===== config.mk =====
export PLATFORM = sky130hd
export DESIGN_NAME = running_statistics_accumulator_core
export DESIGN_NICKNAME = d
export VERILOG_FILES = /design/src/rtl/core/rsa_pkg.sv /design/src/rtl/core/rsa_div.sv /design/src/rtl/core/rsa_datapath.sv /design/src/rtl/core/rsa_ctrl.sv /design/src/rtl/core/running_statistics_accumulator_core.sv
export SDC_FILE = /design/constraint.sdc
export NUM_CORES = 2
export LEC_CHECK = 0
export BUFFER_PORTS_ARGS = -buffer_cell sky130_fd_sc_hd__buf_2
export CORE_UTILIZATION = 38
export DETAILED_ROUTE_END_ITERATION = 6
export PLACE_DENSITY_LB_ADDON = 0.2
export SYNTH_ARGS = -nofsm -noshare
export SYNTH_HDL_FRONTEND = slang
export SYNTH_SLANG_ARGS = --single-unit

===== constraint.sdc =====
create_clock -name clk_i -period 9.3 [get_ports clk_i]
set_input_delay 0.465 -clock clk_i [delete_from_list [all_inputs] [get_ports clk_i]]
set_output_delay 0.465 -clock clk_i [all_outputs]
set_load 0.05 [all_outputs]

===== src/rtl/core/rsa_pkg.sv =====
// Package: types, widths and codes of the running statistics accumulator.
`default_nettype none
package rsa_pkg;

  localparam int unsigned SAMPLE_BITS = 16;
  localparam int unsigned COUNT_BITS  = 32;
  localparam int unsigned FRAC_BITS   = 8;

  localparam int unsigned SUM_BITS    = SAMPLE_BITS + COUNT_BITS;
  localparam int unsigned SQ_BITS     = 2 * SAMPLE_BITS;
  localparam int unsigned SUMSQ_BITS  = 2 * (SAMPLE_BITS - 1) + COUNT_BITS + 1;
  localparam int unsigned MEAN_BITS   = SAMPLE_BITS + FRAC_BITS;
  localparam int unsigned VAR_BITS    = 2 * (SAMPLE_BITS - 1) + FRAC_BITS;
  localparam int unsigned MSQ_BITS    = 2 * MEAN_BITS;

  // Divider: dividend is the accumulator scaled by 2^FRAC_BITS
  localparam int unsigned MEAN_DIV_BITS = SUM_BITS + FRAC_BITS;
  localparam int unsigned DIV_BITS      = SUMSQ_BITS + FRAC_BITS;
  localparam int unsigned QUO_BITS      = VAR_BITS + 1;
  localparam int unsigned STEP_BITS     = $clog2(DIV_BITS + 1);

  typedef enum logic {
    OP_ADD   = 1'b0,
    OP_CLEAR = 1'b1
  } rsa_op_e;

  typedef struct packed {
    rsa_op_e                        operation;
    logic signed [SAMPLE_BITS-1:0]  sample;
  } rsa_in_t;

  typedef struct packed {
    logic [31:0]        sample_count;
    logic               have_samples;
    logic signed [15:0] minimum;
    logic signed [15:0] maximum;
    logic signed [23:0] mean_q8;
    logic [37:0]        variance_q8;
    logic               overflowed;
  } rsa_out_t;

  typedef enum logic [2:0] {
    ST_IDLE,
    ST_UPDATE,
    ST_MEAN_START,
    ST_MEAN_WAIT,
    ST_VAR_START,
    ST_VAR_WAIT,
    ST_FINISH,
    ST_EMIT
  } rsa_state_e;

  typedef struct packed {
    logic capture;
    logic update;
    logic div_start;
    logic div_mean;
    logic take_mean;
    logic take_var;
    logic finish;
    logic emit;
  } rsa_cmd_t;

  typedef struct packed {
    logic empty;
    logic div_done;
    logic out_busy;
  } rsa_status_t;

endpackage
`default_nettype wire


===== src/rtl/core/rsa_div.sv =====
// Bit-serial restoring divider producing floor(dividend / divisor).
`default_nettype none
module rsa_div (
  input  wire logic                            clk_i,
  input  wire logic                            rst_ni,
  input  wire logic                            start_i,
  input  wire logic [rsa_pkg::DIV_BITS-1:0]    dividend_i,
  input  wire logic [rsa_pkg::STEP_BITS-1:0]   steps_i,
  input  wire logic [rsa_pkg::COUNT_BITS-1:0]  divisor_i,
  output logic                                 done_o,
  output logic [rsa_pkg::QUO_BITS-1:0]         quotient_o
);
  import rsa_pkg::*;

  logic                  busy_q, busy_d;
  logic                  done_q, done_d;
  logic [STEP_BITS-1:0]  step_q, step_d;
  logic [DIV_BITS-1:0]   dvd_q, dvd_d;
  logic [COUNT_BITS-1:0] dvs_q, dvs_d;
  logic [COUNT_BITS-1:0] rem_q, rem_d;
  logic [QUO_BITS-1:0]   quo_q, quo_d;
  logic [COUNT_BITS:0]   trial;
  logic [COUNT_BITS:0]   diff;
  logic                  ge;

  assign trial = {rem_q, dvd_q[DIV_BITS-1]};
  assign diff  = trial - {1'b0, dvs_q};
  assign ge    = trial >= {1'b0, dvs_q};

  always_comb begin
    busy_d = busy_q;
    done_d = 1'b0;
    step_d = step_q;
    dvd_d  = dvd_q;
    dvs_d  = dvs_q;
    rem_d  = rem_q;
    quo_d  = quo_q;
    if (start_i) begin
      busy_d = 1'b1;
      step_d = steps_i;
      dvd_d  = dividend_i;
      dvs_d  = divisor_i;
      rem_d  = '0;
      quo_d  = '0;
    end else if (busy_q) begin
      dvd_d  = {dvd_q[DIV_BITS-2:0], 1'b0};
      rem_d  = ge ? diff[COUNT_BITS-1:0] : trial[COUNT_BITS-1:0];
      quo_d  = {quo_q[QUO_BITS-2:0], ge};
      step_d = step_q - STEP_BITS'(1);
      if (step_q == STEP_BITS'(1)) begin
        busy_d = 1'b0;
        done_d = 1'b1;
      end
    end
  end

  always_ff @(posedge clk_i or negedge rst_ni) begin
    if (!rst_ni) begin
      busy_q <= 1'b0;
      done_q <= 1'b0;
      step_q <= '0;
    end else begin
      busy_q <= busy_d;
      done_q <= done_d;
      step_q <= step_d;
    end
  end

  always_ff @(posedge clk_i) begin
    dvd_q <= dvd_d;
    dvs_q <= dvs_d;
    rem_q <= rem_d;
    quo_q <= quo_d;
  end

  assign done_o     = done_q;
  assign quotient_o = quo_q;

endmodule
`default_nettype wire


===== src/rtl/core/rsa_datapath.sv =====
// Datapath: accumulators, shared divider, variance arithmetic and result register.
`default_nettype none
module rsa_datapath (
  input  wire logic                  clk_i,
  input  wire logic                  rst_ni,
  input  wire rsa_pkg::rsa_in_t      in_data_i,
  input  wire rsa_pkg::rsa_cmd_t     cmd_i,
  output rsa_pkg::rsa_status_t       status_o,
  output logic                       out_valid_o,
  input  wire logic                  out_ready_i,
  output rsa_pkg::rsa_out_t          out_data_o
);
  import rsa_pkg::*;

  localparam logic signed [SAMPLE_BITS-1:0] SAMPLE_MAX = {1'b0, {(SAMPLE_BITS-1){1'b1}}};
  localparam logic signed [SAMPLE_BITS-1:0] SAMPLE_MIN = {1'b1, {(SAMPLE_BITS-1){1'b0}}};
  localparam logic [VAR_BITS-1:0]           VAR_MAX    = '1;
  localparam int unsigned                   CMP_BITS   = MSQ_BITS + 1;

  // captured item
  rsa_op_e                       op_q;
  logic signed [SAMPLE_BITS-1:0] smp_q;
  logic [SQ_BITS-1:0]            sq_q;
  logic signed [SQ_BITS-1:0]     sq_prod;

  // statistics state
  logic [COUNT_BITS-1:0]         count_q, count_d;
  logic signed [SUM_BITS-1:0]    sum_q, sum_d;
  logic [SUMSQ_BITS-1:0]         sumsq_q, sumsq_d;
  logic signed [SAMPLE_BITS-1:0] min_q, min_d;
  logic signed [SAMPLE_BITS-1:0] max_q, max_d;
  logic                          ovf_q, ovf_d;

  // derived values
  logic                          sum_neg;
  logic [SUM_BITS-1:0]           sum_mag;
  logic [DIV_BITS-1:0]           dividend;
  logic [STEP_BITS-1:0]          steps;
  logic                          div_done;
  logic [QUO_BITS-1:0]           quotient;
  logic [MEAN_BITS-1:0]          mmag_q;
  logic [MSQ_BITS-1:0]           msq_q;
  logic [QUO_BITS-1:0]           a_q;
  logic [VAR_BITS-1:0]           var_q, var_d;
  logic [CMP_BITS-1:0]           a_ext, b_ext, var_diff;
  logic signed [MEAN_BITS-1:0]   mean_val;

  // output register
  logic                          out_valid_q, out_valid_d;
  rsa_out_t                      out_q, out_d;

  assign sq_prod = in_data_i.sample * in_data_i.sample;

  always_ff @(posedge clk_i) begin
    if (cmd_i.capture) begin
      op_q  <= in_data_i.operation;
      smp_q <= in_data_i.sample;
      sq_q  <= SQ_BITS'(unsigned'(sq_prod));
    end
  end

  always_comb begin
    count_d = count_q;
    sum_d   = sum_q;
    sumsq_d = sumsq_q;
    min_d   = min_q;
    max_d   = max_q;
    ovf_d   = ovf_q;
    if (cmd_i.update) begin
      unique case (op_q)
        OP_CLEAR: begin
          count_d = '0;
          sum_d   = '0;
          sumsq_d = '0;
          min_d   = SAMPLE_MAX;
          max_d   = SAMPLE_MIN;
          ovf_d   = 1'b0;
        end
        OP_ADD: begin
          if (&count_q) begin
            ovf_d = 1'b1;
          end else begin
            count_d = count_q + COUNT_BITS'(1);
            sum_d   = sum_q + SUM_BITS'(smp_q);
            sumsq_d = sumsq_q + SUMSQ_BITS'(sq_q);
            if (smp_q < min_q) begin
              min_d = smp_q;
            end
            if (smp_q > max_q) begin
              max_d = smp_q;
            end
          end
        end
        default: ;
      endcase
    end
  end

  always_ff @(posedge clk_i or negedge rst_ni) begin
    if (!rst_ni) begin
      count_q <= '0;
      sum_q   <= '0;
      sumsq_q <= '0;
      min_q   <= SAMPLE_MAX;
      max_q   <= SAMPLE_MIN;
      ovf_q   <= 1'b0;
    end else begin
      count_q <= count_d;
      sum_q   <= sum_d;
      sumsq_q <= sumsq_d;
      min_q   <= min_d;
      max_q   <= max_d;
      ovf_q   <= ovf_d;
    end
  end

  // divider operands, dividend left-aligned so the step count sets its length
  assign sum_neg = sum_q[SUM_BITS-1];
  assign sum_mag = sum_neg ? SUM_BITS'(-sum_q) : SUM_BITS'(sum_q);

  always_comb begin
    if (cmd_i.div_mean) begin
      dividend = DIV_BITS'(sum_mag) << (FRAC_BITS + DIV_BITS - MEAN_DIV_BITS);
      steps    = STEP_BITS'(MEAN_DIV_BITS);
    end else begin
      dividend = DIV_BITS'(sumsq_q) << FRAC_BITS;
      steps    = STEP_BITS'(DIV_BITS);
    end
  end

  rsa_div u_div (
    .clk_i      (clk_i),
    .rst_ni     (rst_ni),
    .start_i    (cmd_i.div_start),
    .dividend_i (dividend),
    .steps_i    (steps),
    .divisor_i  (count_q),
    .done_o     (div_done),
    .quotient_o (quotient)
  );

  // variance: a - (mean^2 >> F), clamped both ways
  assign a_ext = CMP_BITS'(a_q);
  assign b_ext = CMP_BITS'(msq_q >> FRAC_BITS);
  assign var_diff = a_ext - b_ext;

  always_comb begin
    var_d = var_q;
    if (cmd_i.finish) begin
      if (a_ext <= b_ext) begin
        var_d = '0;
      end else if (var_diff > CMP_BITS'(VAR_MAX)) begin
        var_d = VAR_MAX;
      end else begin
        var_d = var_diff[VAR_BITS-1:0];
      end
    end
  end

  always_ff @(posedge clk_i) begin
    if (cmd_i.take_mean) begin
      mmag_q <= quotient[MEAN_BITS-1:0];
    end
    if (cmd_i.take_var) begin
      a_q <= quotient;
    end
    msq_q <= mmag_q * mmag_q;
    var_q <= var_d;
  end

  assign mean_val = sum_neg ? MEAN_BITS'(-signed'(mmag_q)) : signed'(mmag_q);

  always_comb begin
    out_d = out_q;
    if (cmd_i.emit) begin
      out_d.sample_count = 32'(count_q);
      out_d.have_samples = !status_o.empty;
      out_d.overflowed   = ovf_q;
      if (status_o.empty) begin
        out_d.minimum     = '0;
        out_d.maximum     = '0;
        out_d.mean_q8     = '0;
        out_d.variance_q8 = '0;
      end else begin
        out_d.minimum     = 16'(min_q);
        out_d.maximum     = 16'(max_q);
        out_d.mean_q8     = 24'(mean_val);
        out_d.variance_q8 = 38'(var_q);
      end
    end
  end

  always_comb begin
    out_valid_d = out_valid_q;
    if (cmd_i.emit) begin
      out_valid_d = 1'b1;
    end else if (out_ready_i) begin
      out_valid_d = 1'b0;
    end
  end

  always_ff @(posedge clk_i or negedge rst_ni) begin
    if (!rst_ni) begin
      out_valid_q <= 1'b0;
    end else begin
      out_valid_q <= out_valid_d;
    end
  end

  always_ff @(posedge clk_i) begin
    out_q <= out_d;
  end

  assign status_o.empty    = (count_q == '0);
  assign status_o.div_done = div_done;
  assign status_o.out_busy = out_valid_q && !out_ready_i;

  assign out_valid_o = out_valid_q;
  assign out_data_o  = out_q;

endmodule
`default_nettype wire


===== src/rtl/core/rsa_ctrl.sv =====
// Controller: sequences update, the two divisions, variance and result transfer.
`default_nettype none
module rsa_ctrl (
  input  wire logic                  clk_i,
  input  wire logic                  rst_ni,
  input  wire logic                  in_valid_i,
  output logic                       in_ready_o,
  input  wire rsa_pkg::rsa_status_t  status_i,
  output rsa_pkg::rsa_cmd_t          cmd_o
);
  import rsa_pkg::*;

  rsa_state_e state_q, state_d;

  always_comb begin
    state_d = state_q;
    unique case (state_q)
      ST_IDLE:       if (in_valid_i) state_d = ST_UPDATE;
      ST_UPDATE:     state_d = ST_MEAN_START;
      ST_MEAN_START: state_d = status_i.empty ? ST_EMIT : ST_MEAN_WAIT;
      ST_MEAN_WAIT:  if (status_i.div_done) state_d = ST_VAR_START;
      ST_VAR_START:  state_d = ST_VAR_WAIT;
      ST_VAR_WAIT:   if (status_i.div_done) state_d = ST_FINISH;
      ST_FINISH:     state_d = ST_EMIT;
      ST_EMIT:       if (!status_i.out_busy) state_d = ST_IDLE;
      default:       state_d = ST_IDLE;
    endcase
  end

  always_comb begin
    cmd_o      = '0;
    in_ready_o = 1'b0;
    unique case (state_q)
      ST_IDLE: begin
        in_ready_o    = 1'b1;
        cmd_o.capture = in_valid_i;
      end
      ST_UPDATE:     cmd_o.update = 1'b1;
      ST_MEAN_START: begin
        cmd_o.div_mean  = 1'b1;
        cmd_o.div_start = !status_i.empty;
      end
      ST_MEAN_WAIT:  cmd_o.take_mean = status_i.div_done;
      ST_VAR_START:  cmd_o.div_start = 1'b1;
      ST_VAR_WAIT:   cmd_o.take_var = status_i.div_done;
      ST_FINISH:     cmd_o.finish = 1'b1;
      ST_EMIT:       cmd_o.emit = !status_i.out_busy;
      default: ;
    endcase
  end

  always_ff @(posedge clk_i or negedge rst_ni) begin
    if (!rst_ni) begin
      state_q <= ST_IDLE;
    end else begin
      state_q <= state_d;
    end
  end

endmodule
`default_nettype wire


===== src/rtl/core/running_statistics_accumulator_core.sv =====
// Running statistics accumulator: count, min, max, mean and variance of samples.
//
// Input channel (in_valid_i/in_ready_o/in_data_i): one transfer is either
// an added sample or a clear command. Output channel (out_valid_o/
// out_ready_i/out_data_o): exactly one result per input transfer, in order.
// Mean and variance come from two passes through one bit-serial divider,
// one quotient bit per cycle: 56 steps for the mean, 71 for the variance.
// An item is finished and its result emitted before the next transfer is
// taken. When no samples are held (after a clear) the divider is skipped.
// The result sits in an output register; a new item is taken while it
// waits. If the receiver stalls, the next result is held back until the
// register frees, and input is not taken meanwhile.
// Reset empties the statistics: count zero, minimum at the most positive
// and maximum at the most negative sample, overflow flag low.
`default_nettype none
module running_statistics_accumulator_core (
  input  wire logic              clk_i,
  input  wire logic              rst_ni,
  input  wire logic              in_valid_i,
  output logic                   in_ready_o,
  input  wire rsa_pkg::rsa_in_t  in_data_i,
  output logic                   out_valid_o,
  input  wire logic              out_ready_i,
  output rsa_pkg::rsa_out_t      out_data_o
);
  import rsa_pkg::*;

  rsa_cmd_t    cmd;
  rsa_status_t status;

  rsa_ctrl u_ctrl (
    .clk_i      (clk_i),
    .rst_ni     (rst_ni),
    .in_valid_i (in_valid_i),
    .in_ready_o (in_ready_o),
    .status_i   (status),
    .cmd_o      (cmd)
  );

  rsa_datapath u_datapath (
    .clk_i       (clk_i),
    .rst_ni      (rst_ni),
    .in_data_i   (in_data_i),
    .cmd_i       (cmd),
    .status_o    (status),
    .out_valid_o (out_valid_o),
    .out_ready_i (out_ready_i),
    .out_data_o  (out_data_o)
  );

endmodule
`default_nettype wire


==> results.yml <==
place:
  place_area_um2: 62150
  gp_congestion: 0.8792
  placedCellCount: 7992
  dp_hpwl_um: 119300
  portBuffers: 150
setup_path:
  critPathMostFrequentCell: "fa_1"
  startpoint_type: "flip-flop"
  worstSetupEndpointType: "flip-flop"
  cp_max_fo: 22
  critPathRequiredTime_ps: 9890
  cp.arrival_ps: 8730
  worstSetupPathType: "flip-flop to flip-flop"
  cpPeakStageDelay_ps: 570
  critPathSlowestCell: "fa_1"
clocking:
  cts-root-buf: "clkbuf_16"
  cts_resized: 0
  clkTransAtPathRegs_ps: 80
  clk_latency_ps: 730
  cts_made_buffers: 83
  htree_levels: 3
  post-cts-setup-buffers: 0
  cts_buffer_depth: 3
  cts_tree: "yes"
  cts.sinks: 671
final_layout:
  final_cells: 8153
  layout_commonest_cell: "inv_1"
  drive_above_1_share_pct: 6.877
  nets: 7173
  multi_input_area_um2: 36450
  design_area_um2: 65150
  regArea_um2: 18120
  layout_common_cells: "inv_1, fa_1, nand2_1"
  area_growth_pct: 10.09
  fillCellCount: 14991
sta:
  clock_skew_ps: 77.46
  worst_pin_slew_ps: 1150
  min_period_ps: 8137
  rsz0062_at_grt: "no"
  max_freq_mhz: 122.9
  finalHoldViolations: 0
  drv_slew: 0
  setup_violations: 0
  timing.hold.ws_ps: 180.6
  fin_crit_sh_pct: 87.49
  finalSetupTns_ps: 0
  slew_headroom_pct: 23.35
grt:
  grt_pass1_vias: 43259
  grt_pass1_wl_um: 247800
  gr-total-overflow: 0
  grt_start_max_net_pins: 76
  antenna_found_initial: 4
  globalRouteTotalUtil_pct: 20.23
routing:
  vias: 41922
  vias_per_cell: 5.142
  wl_per_cell_um: 19.16
  ant_nets: 0
  firstDrtPassIters: 7
  drt_iter0_markers: 2907
  drt_wl_total_um: 156200
  route.detailed.drc: 30
pwr:
  p_per_area_nw_per_um2: 335.3
  p_total_w: 0.02185
  intPower_w: 0.01189
  peakVddDrop_uv: 408.6
  swShare_pct: 45.58
  clkPwrFrac_pct: 15.8
  leakagePower_nw: 30.78
  pwr-share-comb_pct: 60.2
  switching_power_w: 0.009957
  seq_power_share_pct: 24.0
yosys:
  syn_nets: 7109
  syn_area_um2: 59180
  ys_top_cells_by_area: "fa_1, edfxtp_1, ha_1, dfrtp_1, inv_1"
  synth_warnings: 0
  yosys.cell_types.count: 90
  synth_edf_count: 371
  synth-async-reset-ratio_pct: 28.17
  ys.flop_type: "edfxtp_1"
  ys_ff_latch: 671
  syn-instance-count: 5972
  synth_area_per_cell_um2: 9.910
  yosys.area.top_type: "fa_1"
  synthDominantCellAreaShare_pct: 22.87
  ys_seq_area_share_pct: 30.60
die:
  dieArea_um2: 157300
  die_width_um: 396.6
  die_y_um: 396.6
  start_util_pct: 38.33
  core.rowCount: 144
  io_pins: 151
  coreArea_um2: 154400
outcome:
  violations: "DRC"
  status: "complete, but fails checks"
flow_run:
  drv_cap: 0
min_path:
  min_path_type: "primary input to flip-flop"
==> repair_timing <==
item,in CTS,in global routing
hold buffers,3,0
hold endpoints to repair,59,0
endpoints found under the setup margin,0,0
==> critical path, delay by kind of cell (launching register included) <==
kind / cells / cell delay, ps
compound gates: 7 / 2100
fa+ha+maj: 8 / 3940
buf+inv: 7 / 810
flops: 1 / 450
simple gates: 4 / 740
==> cells in the mapped netlist (10+ instances only) <==
master / n
a21o_1: 113
o211ai_1: 21
or4_1: 11
xor2_1: 146
o31ai_1: 31
a21oi_1: 288
a211oi_1: 23
ha_1: 440
o21bai_1: 33
clkbuf_1: 212
mux2i_1: 58
dfxtp_1: 111
o32a_1: 12
nand2_1: 496
and2_1: 177
nand4_1: 54
nand2b_1: 47
dfrtp_1: 173
nor2_1: 343
or2_2: 10
a22oi_1: 49
nor2b_1: 76
inv_1: 1015
nor3_1: 67
edfxtp_1: 371
nor4_1: 21
nand3_1: 74
xnor2_1: 170
a31oi_1: 25
o21a_1: 41
fa_1: 676
dfstp_2: 16
a22o_1: 22
o21ai_0: 282
or3_1: 33
buf_1: 18
and4_1: 13
and3_1: 35
==> worst paths after layout <==
path                                                       from                      to  slack (ps)  cells past startpoint
worst max register to register            u_datapath.mmag_q[13]    u_datapath.msq_q[39]        1160                     26
worst min-delay path                                out_ready_i  u_datapath.out_valid_o         180                      3
worst min register to register  u_datapath.u_div.quotient_o[38]      u_datapath.a_q[38]         440                      0
max in group asynchronous                                rst_ni  u_datapath.sumsq_q[59]        7440                      3
worst max-delay path                      u_datapath.mmag_q[13]    u_datapath.msq_q[39]        1160                     26
min in group asynchronous                                rst_ni    u_datapath.max_q[13]         350                      2
==> area by class of cell <==
| cell class | instances | share of cell area, % |
|---|---|---|
| Timing Repair Buffer | 213 | 1.903 |
| Inverter | 1018 | 5.867 |
| Tap cell | 2044 | 3.925 |
| Clock buffer | 105 | 3.566 |
| Clock inverter | 51 | 0.9813 |
| Multi-Input combinational cell | 4049 | 55.94 |
| Sequential cell | 671 | 27.81 |
| Antenna cell | 2 | 0.007682 |
==> registers in the layout, summed over array words and instances (netlist names), 3 cells and up <==
signal and cells:
u_ctrl.state_q 3, u_datapath.a_q 39, u_datapath.count_q 32, u_datapath.max_q 16
u_datapath.min_q 16, u_datapath.mmag_q 24, u_datapath.msq_q 40, u_datapath.out_data_o 128
u_datapath.smp_q 15, u_datapath.sq_q 31, u_datapath.sum_q 48, u_datapath.sumsq_q 63
u_datapath.u_div.dvd_q 63, u_datapath.u_div.dvs_q 32, u_datapath.u_div.quotient_o 39, u_datapath.u_div.rem_q 32
u_datapath.u_div.step_q 7, u_datapath.var_q 38
==> kinds of logic after synthesis <==
family / count (synthesis) / synth area share [%]
adders and majority gates: 1116 / 32.17
muxes: 62 / 1.057
AOI/OAI and AO/OA: 1066 / 11.43
DFF: 671 / 30.60
xor gates and xnor gates: 316 / 4.677
and+or+nand+nor: 1489 / 12.11
buffers and inverters: 1252 / 7.949
==> metal layers <==
layer / GRT usage, % / up-vias / wire length [um] / share of wire [%]
met5: 0 / - / 31 / 0.020
met4: 5.619 / 4 / 3816 / 2.4
met3: 3.317 / 185 / 8732 / 5.6
met2: 33.02 / 911 / 73430 / 47
met1: 27.65 / 21007 / 70210 / 45
li1: - / 19815 / - / -
==> metrics by stage <==
step | setup WS (ps) | util, %
final | 1163 | 42.20
after global routing | 631.0 | 42.19
after CTS | 1191 | 42.19
after detailed placement | 1200 | 40.25
after global placement | 1311 | 40.25
after floorplan | 1736 | -
==> power groups by stage <==
| stage | logic, W | clock network, W | registers, W |
|---|---|---|---|
| 2_1_floorplan | 0.00970 | 0 | 0.00549 |
| 3_3_place_gp | 0.0131 | 0 | 0.00528 |
| 3_5_place_dp | 0.0132 | 0 | 0.00528 |
| 4_1_cts | 0.0133 | 0.00355 | 0.00524 |
| 5_1_grt | 0.0149 | 0.00366 | 0.00534 |
| 6_report | 0.0132 | 0.00346 | 0.00523 |
(Power assumes the default switching activity.)
